--- src/rtl/cmh_pkg.sv ---
// ============================================================================
// cmh_pkg: shared types and constants for the Cayley matrix hash unit
// Field prime, generator entries and the controller/datapath command types.
// ============================================================================
package cmh_pkg;

   localparam logic [255:0] FieldP =
      {192'hFFFFFFFF_FFFFFFFF_FFFFFFFF_FFFFFFFF_FFFFFFFF_FFFFFFFF,
       64'hFFFFFFFF_FFFF72EF};
   localparam logic [255:0] FieldPm2 = FieldP - 256'd2;
   localparam logic [16:0]  FoldC = 17'd36113;

   typedef logic [255:0] fe_type;

   // Generator entries in column-major order.
   localparam fe_type GenA0 = FieldP - 256'd2;
   localparam fe_type GenA1 = 256'd4;
   localparam fe_type GenA2 = 256'd1;
   localparam fe_type GenA3 = FieldP - 256'd3;
   localparam fe_type GenB0 = FieldP - 256'd5;
   localparam fe_type GenB1 = FieldP - 256'd6;
   localparam fe_type GenB2 = 256'd2;
   localparam fe_type GenB3 = 256'd2;

   typedef enum logic [3:0] {
      ST_IDLE,
      ST_BIT_MUL,
      ST_BIT_WAIT,
      ST_BIT_ADD,
      ST_BIT_STORE,
      ST_INV_START,
      ST_INV_MUL,
      ST_INV_WAIT,
      ST_INV_STORE,
      ST_OUT
   } state_type;

   // Steps of the iterative multiplier.
   typedef enum logic [1:0] {
      MM_IDLE,
      MM_MAC,
      MM_FOLD,
      MM_FINISH
   } mul_state_type;

   // Operand selects of the shared multiplier.
   typedef enum logic [1:0] {
      SEL_MAT_GEN,
      SEL_ACC_BASE,
      SEL_BASE_BASE
   } msel_type;

   typedef struct packed {
      logic       mul_start;
      msel_type   mul_sel;
      logic [1:0] entry;      // result entry of the matrix product
      logic       term;       // which product of the pair
      logic       gen_b;      // generator B when set
      logic       add_pair;   // add the two products into the new matrix
      logic       commit;     // new matrix becomes current
      logic       set_ident;  // matrix back to identity
      logic       inv_load;   // load base and accumulator for entry
      logic       acc_write;  // product to accumulator
      logic       base_write; // product to base
      logic       inv_store;  // accumulator to inverse store
   } cmd_type;

   typedef struct packed {
      logic mul_done;
   } status_type;

endpackage

--- src/rtl/cmh_ctrl.sv ---
// ============================================================================
// cmh_ctrl: sequencer of the Cayley matrix hash unit
// Walks message bits, product entries, exponent bits and output words.
// ============================================================================
module cmh_ctrl (
   input  logic                clock,
   input  logic                reset,
   input  logic                req_valid,
   output logic                req_stall,
   input  logic [7:0]          req_msg_byte,
   input  logic [3:0]          req_valid_bits,
   input  logic                req_final_item,
   output logic                rsp_valid,
   input  logic                rsp_stall,
   output logic [3:0]          rsp_word_index,
   output logic                rsp_last_word,
   output cmh_pkg::cmd_type    cmd,
   input  cmh_pkg::status_type status
);

   cmh_pkg::state_type state_ff, state_in;
   logic [7:0] byte_ff, byte_in;
   logic [3:0] left_ff, left_in;
   logic       fin_ff, fin_in;
   logic [1:0] entry_ff, entry_in;
   logic       term_ff, term_in;
   logic [7:0] ebit_ff, ebit_in;
   logic       phase_ff, phase_in;   // 0: acc*base, 1: base*base
   logic [3:0] word_ff, word_in;
   logic       exp_bit;

   always_comb begin
      exp_bit   = cmh_pkg::FieldPm2[ebit_ff];
      state_in  = state_ff;
      byte_in   = byte_ff;
      left_in   = left_ff;
      fin_in    = fin_ff;
      entry_in  = entry_ff;
      term_in   = term_ff;
      ebit_in   = ebit_ff;
      phase_in  = phase_ff;
      word_in   = word_ff;
      cmd       = '0;
      cmd.entry = entry_ff;
      cmd.term  = term_ff;
      cmd.gen_b = byte_ff[7];
      cmd.mul_sel = cmh_pkg::SEL_MAT_GEN;
      req_stall = 1'b1;
      rsp_valid = 1'b0;
      unique case (state_ff)
         cmh_pkg::ST_IDLE: begin
            req_stall = 1'b0;
            if (req_valid) begin
               byte_in  = req_msg_byte;
               left_in  = (req_valid_bits > 4'd8) ? 4'd8 : req_valid_bits;
               fin_in   = req_final_item;
               entry_in = 2'd0;
               term_in  = 1'b0;
               state_in = cmh_pkg::ST_BIT_MUL;
            end
         end
         cmh_pkg::ST_BIT_MUL: begin
            if (left_ff == 4'd0) begin
               entry_in = 2'd0;
               state_in = fin_ff ? cmh_pkg::ST_INV_START : cmh_pkg::ST_IDLE;
            end else begin
               cmd.mul_start = 1'b1;
               state_in = cmh_pkg::ST_BIT_WAIT;
            end
         end
         cmh_pkg::ST_BIT_WAIT: begin
            if (status.mul_done) begin
               if (term_ff) begin
                  term_in  = 1'b0;
                  state_in = cmh_pkg::ST_BIT_ADD;
               end else begin
                  term_in  = 1'b1;
                  state_in = cmh_pkg::ST_BIT_MUL;
               end
            end
         end
         cmh_pkg::ST_BIT_ADD: begin
            cmd.add_pair = 1'b1;
            entry_in = entry_ff + 2'd1;
            state_in = (entry_ff == 2'd3) ? cmh_pkg::ST_BIT_STORE : cmh_pkg::ST_BIT_MUL;
         end
         cmh_pkg::ST_BIT_STORE: begin
            cmd.commit = 1'b1;
            byte_in  = {byte_ff[6:0], 1'b0};
            left_in  = left_ff - 4'd1;
            state_in = cmh_pkg::ST_BIT_MUL;
         end
         cmh_pkg::ST_INV_START: begin
            cmd.inv_load = 1'b1;
            ebit_in  = 8'd0;
            phase_in = 1'b0;
            state_in = cmh_pkg::ST_INV_MUL;
         end
         cmh_pkg::ST_INV_MUL: begin
            if (!phase_ff && !exp_bit) begin
               phase_in = 1'b1;
            end else begin
               cmd.mul_start = 1'b1;
               cmd.mul_sel = phase_ff ? cmh_pkg::SEL_BASE_BASE : cmh_pkg::SEL_ACC_BASE;
               state_in = cmh_pkg::ST_INV_WAIT;
            end
         end
         cmh_pkg::ST_INV_WAIT: begin
            cmd.mul_sel = phase_ff ? cmh_pkg::SEL_BASE_BASE : cmh_pkg::SEL_ACC_BASE;
            if (status.mul_done) begin
               if (phase_ff) begin
                  cmd.base_write = 1'b1;
                  phase_in = 1'b0;
                  ebit_in  = ebit_ff + 8'd1;
                  state_in = (ebit_ff == 8'd255) ? cmh_pkg::ST_INV_STORE
                                                 : cmh_pkg::ST_INV_MUL;
               end else begin
                  cmd.acc_write = 1'b1;
                  phase_in = 1'b1;
                  state_in = cmh_pkg::ST_INV_MUL;
               end
            end
         end
         cmh_pkg::ST_INV_STORE: begin
            cmd.inv_store = 1'b1;
            entry_in = entry_ff + 2'd1;
            word_in  = 4'd0;
            state_in = (entry_ff == 2'd3) ? cmh_pkg::ST_OUT : cmh_pkg::ST_INV_START;
            if (entry_ff == 2'd3) begin
               cmd.set_ident = 1'b1;
            end
         end
         cmh_pkg::ST_OUT: begin
            rsp_valid = 1'b1;
            if (!rsp_stall) begin
               word_in = word_ff + 4'd1;
               if (word_ff == 4'd15) begin
                  state_in = cmh_pkg::ST_IDLE;
               end
            end
         end
         default: state_in = cmh_pkg::ST_IDLE;
      endcase
   end

   always_ff @(posedge clock) begin
      if (reset) begin
         state_ff <= cmh_pkg::ST_IDLE;
      end else begin
         state_ff <= state_in;
      end
      byte_ff  <= byte_in;
      left_ff  <= left_in;
      fin_ff   <= fin_in;
      entry_ff <= entry_in;
      term_ff  <= term_in;
      ebit_ff  <= ebit_in;
      phase_ff <= phase_in;
      word_ff  <= word_in;
   end

   assign rsp_word_index = word_ff;
   assign rsp_last_word  = (word_ff == 4'd15);

endmodule

--- config.mk ---
export PLATFORM = sky130hd
export DESIGN_NAME = cmh_ctrl
export DESIGN_NICKNAME = d
export VERILOG_FILES = /design/src/rtl/cmh_pkg.sv /design/src/rtl/cmh_ctrl.sv
export SDC_FILE = /design/constraint.sdc
export NUM_CORES = 1
export LEC_CHECK = 0
export BUFFER_PORTS_ARGS = -buffer_cell sky130_fd_sc_hd__buf_4
export CORE_UTILIZATION = 50
export CTS_CLUSTER_DIAMETER = 100
export DETAILED_ROUTE_END_ITERATION = 7
export GPL_TIMING_DRIVEN = 0
export PLACE_DENSITY = 0.76
export SLEW_MARGIN = 20
export SYNTH_ARGS = -nofsm -noshare
export SYNTH_HDL_FRONTEND = slang
export SYNTH_SLANG_ARGS = --single-unit
--- constraint.sdc ---
create_clock -name clock -period 2.4 [get_ports clock]
set_clock_uncertainty 0.15 [all_clocks]
set_input_delay 0.12 -clock clock [delete_from_list [all_inputs] [get_ports clock]]
set_output_delay 0.12 -clock clock [all_outputs]
set_load 0.01 [all_outputs]
# Yosys cells after proc, flatten, opt, wreduce, memory -nomap -nowiden

Memories as Yosys holds them, arrays and structs flattened. A register that Yosys moved wholly into a read port is not among the register bits.
Cells that the tools add are included.

Register bits: 33
Bits in read-only memories: 256
Input port bits: 18
Output and inout port bits: 21
Word-level logic and storage cells: 110
Memories kept: 1

Add/sub/neg operators: 4
Order comparisons: 2
Equal/unequal tests: 21
Multiplexer cells: 53
Reductions and logical operators: 20

Memory list:

| memory          | words | width | read ports | clocked after memory_dff | wr ports | RTL line       | source |
|---|---|---|---|---|---|---|---|
| (no name shown) | 256   | 1     | 1          | 1                        | 0        | cmh_ctrl.sv:33 | `exp_bit = cmh_pkg::FieldPm2[ebit_ff];` |

Operator list:

| cell                                               | number |
|---|---|
| 2-to-1 mux 4 bit                                   | 12 |
| case mux 4 bit (10 select lines)                   | 1 |
| 2-to-1 mux 8 bit                                   | 4 |
| case mux 8 bit (2 select lines)                    | 2 |
| != test 2 bit, second input constant               | 9 |
| 2-to-1 mux 1 bit                                   | 17 |
| == test 4 x 3 -> 1 bit, second input constant      | 4 |
| case mux 4 bit (2 select lines)                    | 2 |
| == test 4 bit, second input constant               | 3 |
| 2-to-1 mux 2 bit                                   | 6 |
| 2-to-1 mux 3 bit                                   | 4 |
| AND reduction 3 bit                                | 4 |
| < comparator 8 x 9 -> 1 bit, second input constant | 1 |
| adder 8 x 1 -> 8 bit, second input constant        | 1 |
| == test 4 x 2 -> 1 bit, second input constant      | 2 |
| == test 8 bit, second input constant               | 1 |
| zero test 4 bit                                    | 2 |
| nonzero test 2 bit                                 | 4 |
| case mux 2 bit (3 select lines)                    | 1 |
| AND reduction 2 bit                                | 3 |
| AND reduction 6 bit                                | 1 |
| nonzero test 3 bit                                 | 2 |
| adder 4 x 1 -> 4 bit, second input constant        | 1 |
| == test 4 x 1 -> 1 bit, second input constant      | 1 |
| other kinds (10)                                   | 12 |

# Depth between registers and ports, before layout

Depth after elaboration: 6
Gate-level depth with buffers: 9
Depth with buffers taken out: 8

# Least setup slack after synthesis

Ideal clock, no wire load.

Kind: reg-to-reg
Start point: register phase_ff
End point: register exp_bit (netlist name)
Library setup time: 0.129 ns
Data arrival time: 1.670 ns
Required time: 2.121 ns
Path slack: 0.451 ns
Cell stages (with the launch flop): 9
Buffers on the path: 1
Clock period less this slack: 1.949 ns
Cells stage by stage: edfxtp_1 -> buf_2 -> nand2_1 -> a211o_1 -> inv_1 -> mux2i_1 -> inv_1 -> o21ai_0 -> nand4b_1

RTL lines:

| item                   | RTL line        | source |
|---|---|---|
| start, declared        | cmh_ctrl.sv:28  | `logic phase_ff, phase_in;` |
| start signal, assigned | cmh_ctrl.sv:158 | `phase_ff <= phase_in;` |

==> results.md <==
* Leak Pwr at around 1.1 nW
* Average size of a mapped cell at 9.19 sq um
* Final critical-path share of the clock period at roughly nine tenths
* Routability congestion estimate from global placement at 0.889
* Routed WL at ~4700 um
* Data required time of the worst path at roughly 2400 ps
* Die span in x at ~67 um
* Met2 track demand over resource in global routing at a little over a third
* Routed len/inst at around 14 um
* Cell count after placement at 318
* DRC at 0
* Wire length of the first global-routing pass at roughly 7700 um
* Worst IR drop on VDD at just over 0.0004 V
* Placed Instance Area at ~2500 sq um
* Overall die area at between 4000 and 5000 sq um
* Die Ht at about 67 um
* Std cell rows at 23
* Total overflow reported by the global router at 0
* Slack of the worst reg-to-reg path at 230 ps
* Top_reg_cell synth: sky130_fd_sc_hd__edfxtp_1
* Number of antenna violations at the first check in global routing at 0
* Vias post-DR at around 1900
* Pin count of the biggest net entering global routing at 13
* Synthesis Warnings at 0
* Total of buffers placed on input and output ports at 38
* CORE AREA at approximately 4000 sq um
* Type of the worst setup path: flip-flop to flip-flop
* Capture endpoint of the worst hold path: left_ff[1]
* Utilization after layout at approximately two thirds
* Effective utilization at floorplan at between 50% and 60%
* Critical path origin: ebit_ff[0]
* Commonest cells after routing, fill and taps aside: sky130_fd_sc_hd__buf_4 (41), sky130_fd_sc_hd__nand2_1 (36), sky130_fd_sc_hd__edfxtp_1 (29)
* Remaining number of nets flagged by the antenna check after routing at 0
* Fraction of layout instances using a drive strength above 1 at a little under a quarter
* Post-synthesis cell area at roughly 2100 sq um
* Insertion delay of the later-clocked pin in the worst-skew pair at ~290 ps
* Total global routing track utilization at 23.2%
* Share of the synthesized area in the top cell type at between 40% and 50%
* Synth Net Count at ~250
* Final-report hold violation count at 0
* Busiest metal layer after global routing: met2
* Vias per Instance at approximately 5.5
* Number of different library cells in the post-synthesis netlist at between 50 and 60
* Minimum clock period after layout at approximately 2200 ps
* Setup violations, final at 0
* Hold/Removal Path Class: input port to flip-flop
* Total of max-cap violations at 0
* Master cell of the clock root buffer: sky130_fd_sc_hd__clkbuf_8
* Worst EP arrival at roughly 2200 ps
* Depth of the most critical reg-to-reg path at 7
* # diodes at 0
* TritonCTS buffer count at 5
* Detailed Route Iter0 Violations at 138
* Top-Level Pins at 39
* Worst Hold Launch: req_valid_bits[1]
* Startpoint class of the critical path: flip-flop
* Via count of the first global-routing pass at approximately 1700
* Number of nets in the finished design at 311
* Count of state elements after synthesis at 34
* Number of standard cells in the final layout excluding fillers at about 340
* GR Layer Usage met3 at 7.88%
* Synthesized netlist cell count at 230
* Number of search-and-repair iterations in the first detailed-routing pass at 4
* TritonCTS clock tree: built
* Post-synthesis to final-layout area growth at 27.9%
* Setup crit end kind: flip-flop
* FF-to-FF Start: ebit_ff[0]
* Result of the run: completed
* Total Negative Setup Slacks at 0 ps
* Post-CTS setup buffers at 0
* Post-DP HPWL at between 3000 and 4000 um
* Final Slew Violations at 0
* TritonCTS Sinks at 34
* Buffer depth of the longest clock path at 2
* CP Max Fanout at 5
* Met1 layer usage reported by global route at 30.2%
* Top area cells in the synthesized netlist: sky130_fd_sc_hd__edfxtp_1 (41%), sky130_fd_sc_hd__nand2_1 (6.4%), sky130_fd_sc_hd__dfxtp_1 (4.7%)
* FFs w/ async S/R, synth at 0%
* Number of enable flip-flop cells after synthesis at 29
* Normalized max-slew margin at between 50 and 60%
* Worst hold path depth at 3
* RSZ-0062 raised after global routing: false
* Post-synthesis cell type with the largest combined area: sky130_fd_sc_hd__edfxtp_1
* Transition time at the pin with the least slew margin at about 630 ps
* Layout Cell Area excl Fill at around 2700 sq um
* Maximum level of the CTS H-tree at 2
* PwrDens at approximately 630 nW/um^2
* R2R Path End: exp_bit
* Most common cell after layout, fill and taps aside: sky130_fd_sc_hd__buf_4
* Maximum frequency from static timing analysis at 0.461 GHz
* Proportion of synthesized chip area in sequential cells at roughly 46%
* Clock-pin transition on the worst setup and hold timing paths at roughly 70 ps
* Post-route worst hold slack at between 30 and 40 ps
==> synthesized netlist by cell type, types with 6 or more instances <==
library cell               count
sky130_fd_sc_hd__o21ai_0      11
sky130_fd_sc_hd__nand2_1      36
sky130_fd_sc_hd__nor3_1        6
sky130_fd_sc_hd__a21oi_1      13
sky130_fd_sc_hd__nor2_1       25
sky130_fd_sc_hd__inv_1        10
sky130_fd_sc_hd__edfxtp_1     29
==> what timing repair did <==
| item | CTS | global route |
|---|---|---|
| resized for setup | 0 | 1 |
| endpoints found under the hold margin | 16 | 0 |
| hold buffers | 13 | 0 |
| endpoints found under the setup margin | 0 | 1 |
==> routing by layer <==
metal / share of wire, % / wire [um] / vias up
li1: - / - / 928
met1: 47 / 2210 / 891
met2: 47 / 2210 / 45
met3: 5.2 / 244 / 9
met4: 1.4 / 64 / 0
met5: 0 / 0 / -
==> area by class of cell <==
type	count	area (sq um)
clock inverter	3	40.0
buffer	14	85.1
sequential	34	971
fill	331	1330
tap	50	62.6
timing repair buffer	51	415
inverter	11	45.0
multi-input combinational	171	1020
clock buffer	5	68.8
==> flip-flops by register name, indices dropped and copies added, names as in the netlist <==
register	cells
byte_ff	8
ebit_ff	8
entry_ff	2
exp_bit	1
fin_ff	1
left_ff	4
phase_ff	1
rsp_word_index	4
state_ff	4
term_ff	1
==> per-stage QoR <==
| step | power, W | setup WS, ps |
|---|---|---|
| 2_1_floorplan | 0.00104 | 451 |
| 3_3_place_gp | 0.00117 | 223 |
| 3_5_place_dp | 0.00118 | 172 |
| 4_1_cts | 0.00172 | 164 |
| 5_1_grt | 0.00180 | 49.2 |
| 6_report | 0.00171 | 233 |
==> logic make-up after synthesis <==
| kind of cell | after synthesis | share of synthesized area [%] |
|---|---|---|
| xor gates and xnor gates | 6 | 2.49 |
| muxes | 2 | 1.18 |
| adders and majority gates | 5 | 2.96 |
| buffers and inverters | 25 | 5.98 |
| DFF | 34 | 45.9 |
| AOI/OAI and AO/OA | 43 | 13.0 |
| and+or+nand+nor | 115 | 28.5 |
==> worst max-delay path by stage <==
stage	to	slack (ps)	depth (start not counted)
after floorplan	exp_bit	450	8
after global placement	exp_bit	220	8
after detailed placement	exp_bit	170	8
after CTS	exp_bit	160	8
after global routing	exp_bit	50	7
final	exp_bit	230	7
==> power by group <==
part           internal [W]  leakage (nW)  total (W)  switching, W
Combinational      0.000197         0.750   0.000446      0.000248
Clock              0.000305        0.0579   0.000518      0.000212
Sequential         0.000716         0.310   0.000749     0.0000323
==> critical path, cell delays in order (launching register included) <==
cell and delay [ps]:
sky130_fd_sc_hd__edfxtp_1 440, sky130_fd_sc_hd__ha_1 270, sky130_fd_sc_hd__nand2_1 110, sky130_fd_sc_hd__o21ai_0 170
sky130_fd_sc_hd__a21oi_1 100, sky130_fd_sc_hd__or4_1 520, sky130_fd_sc_hd__o21ai_1 190, sky130_fd_sc_hd__nand4b_1 110
(Power assumes the default switching activity.)
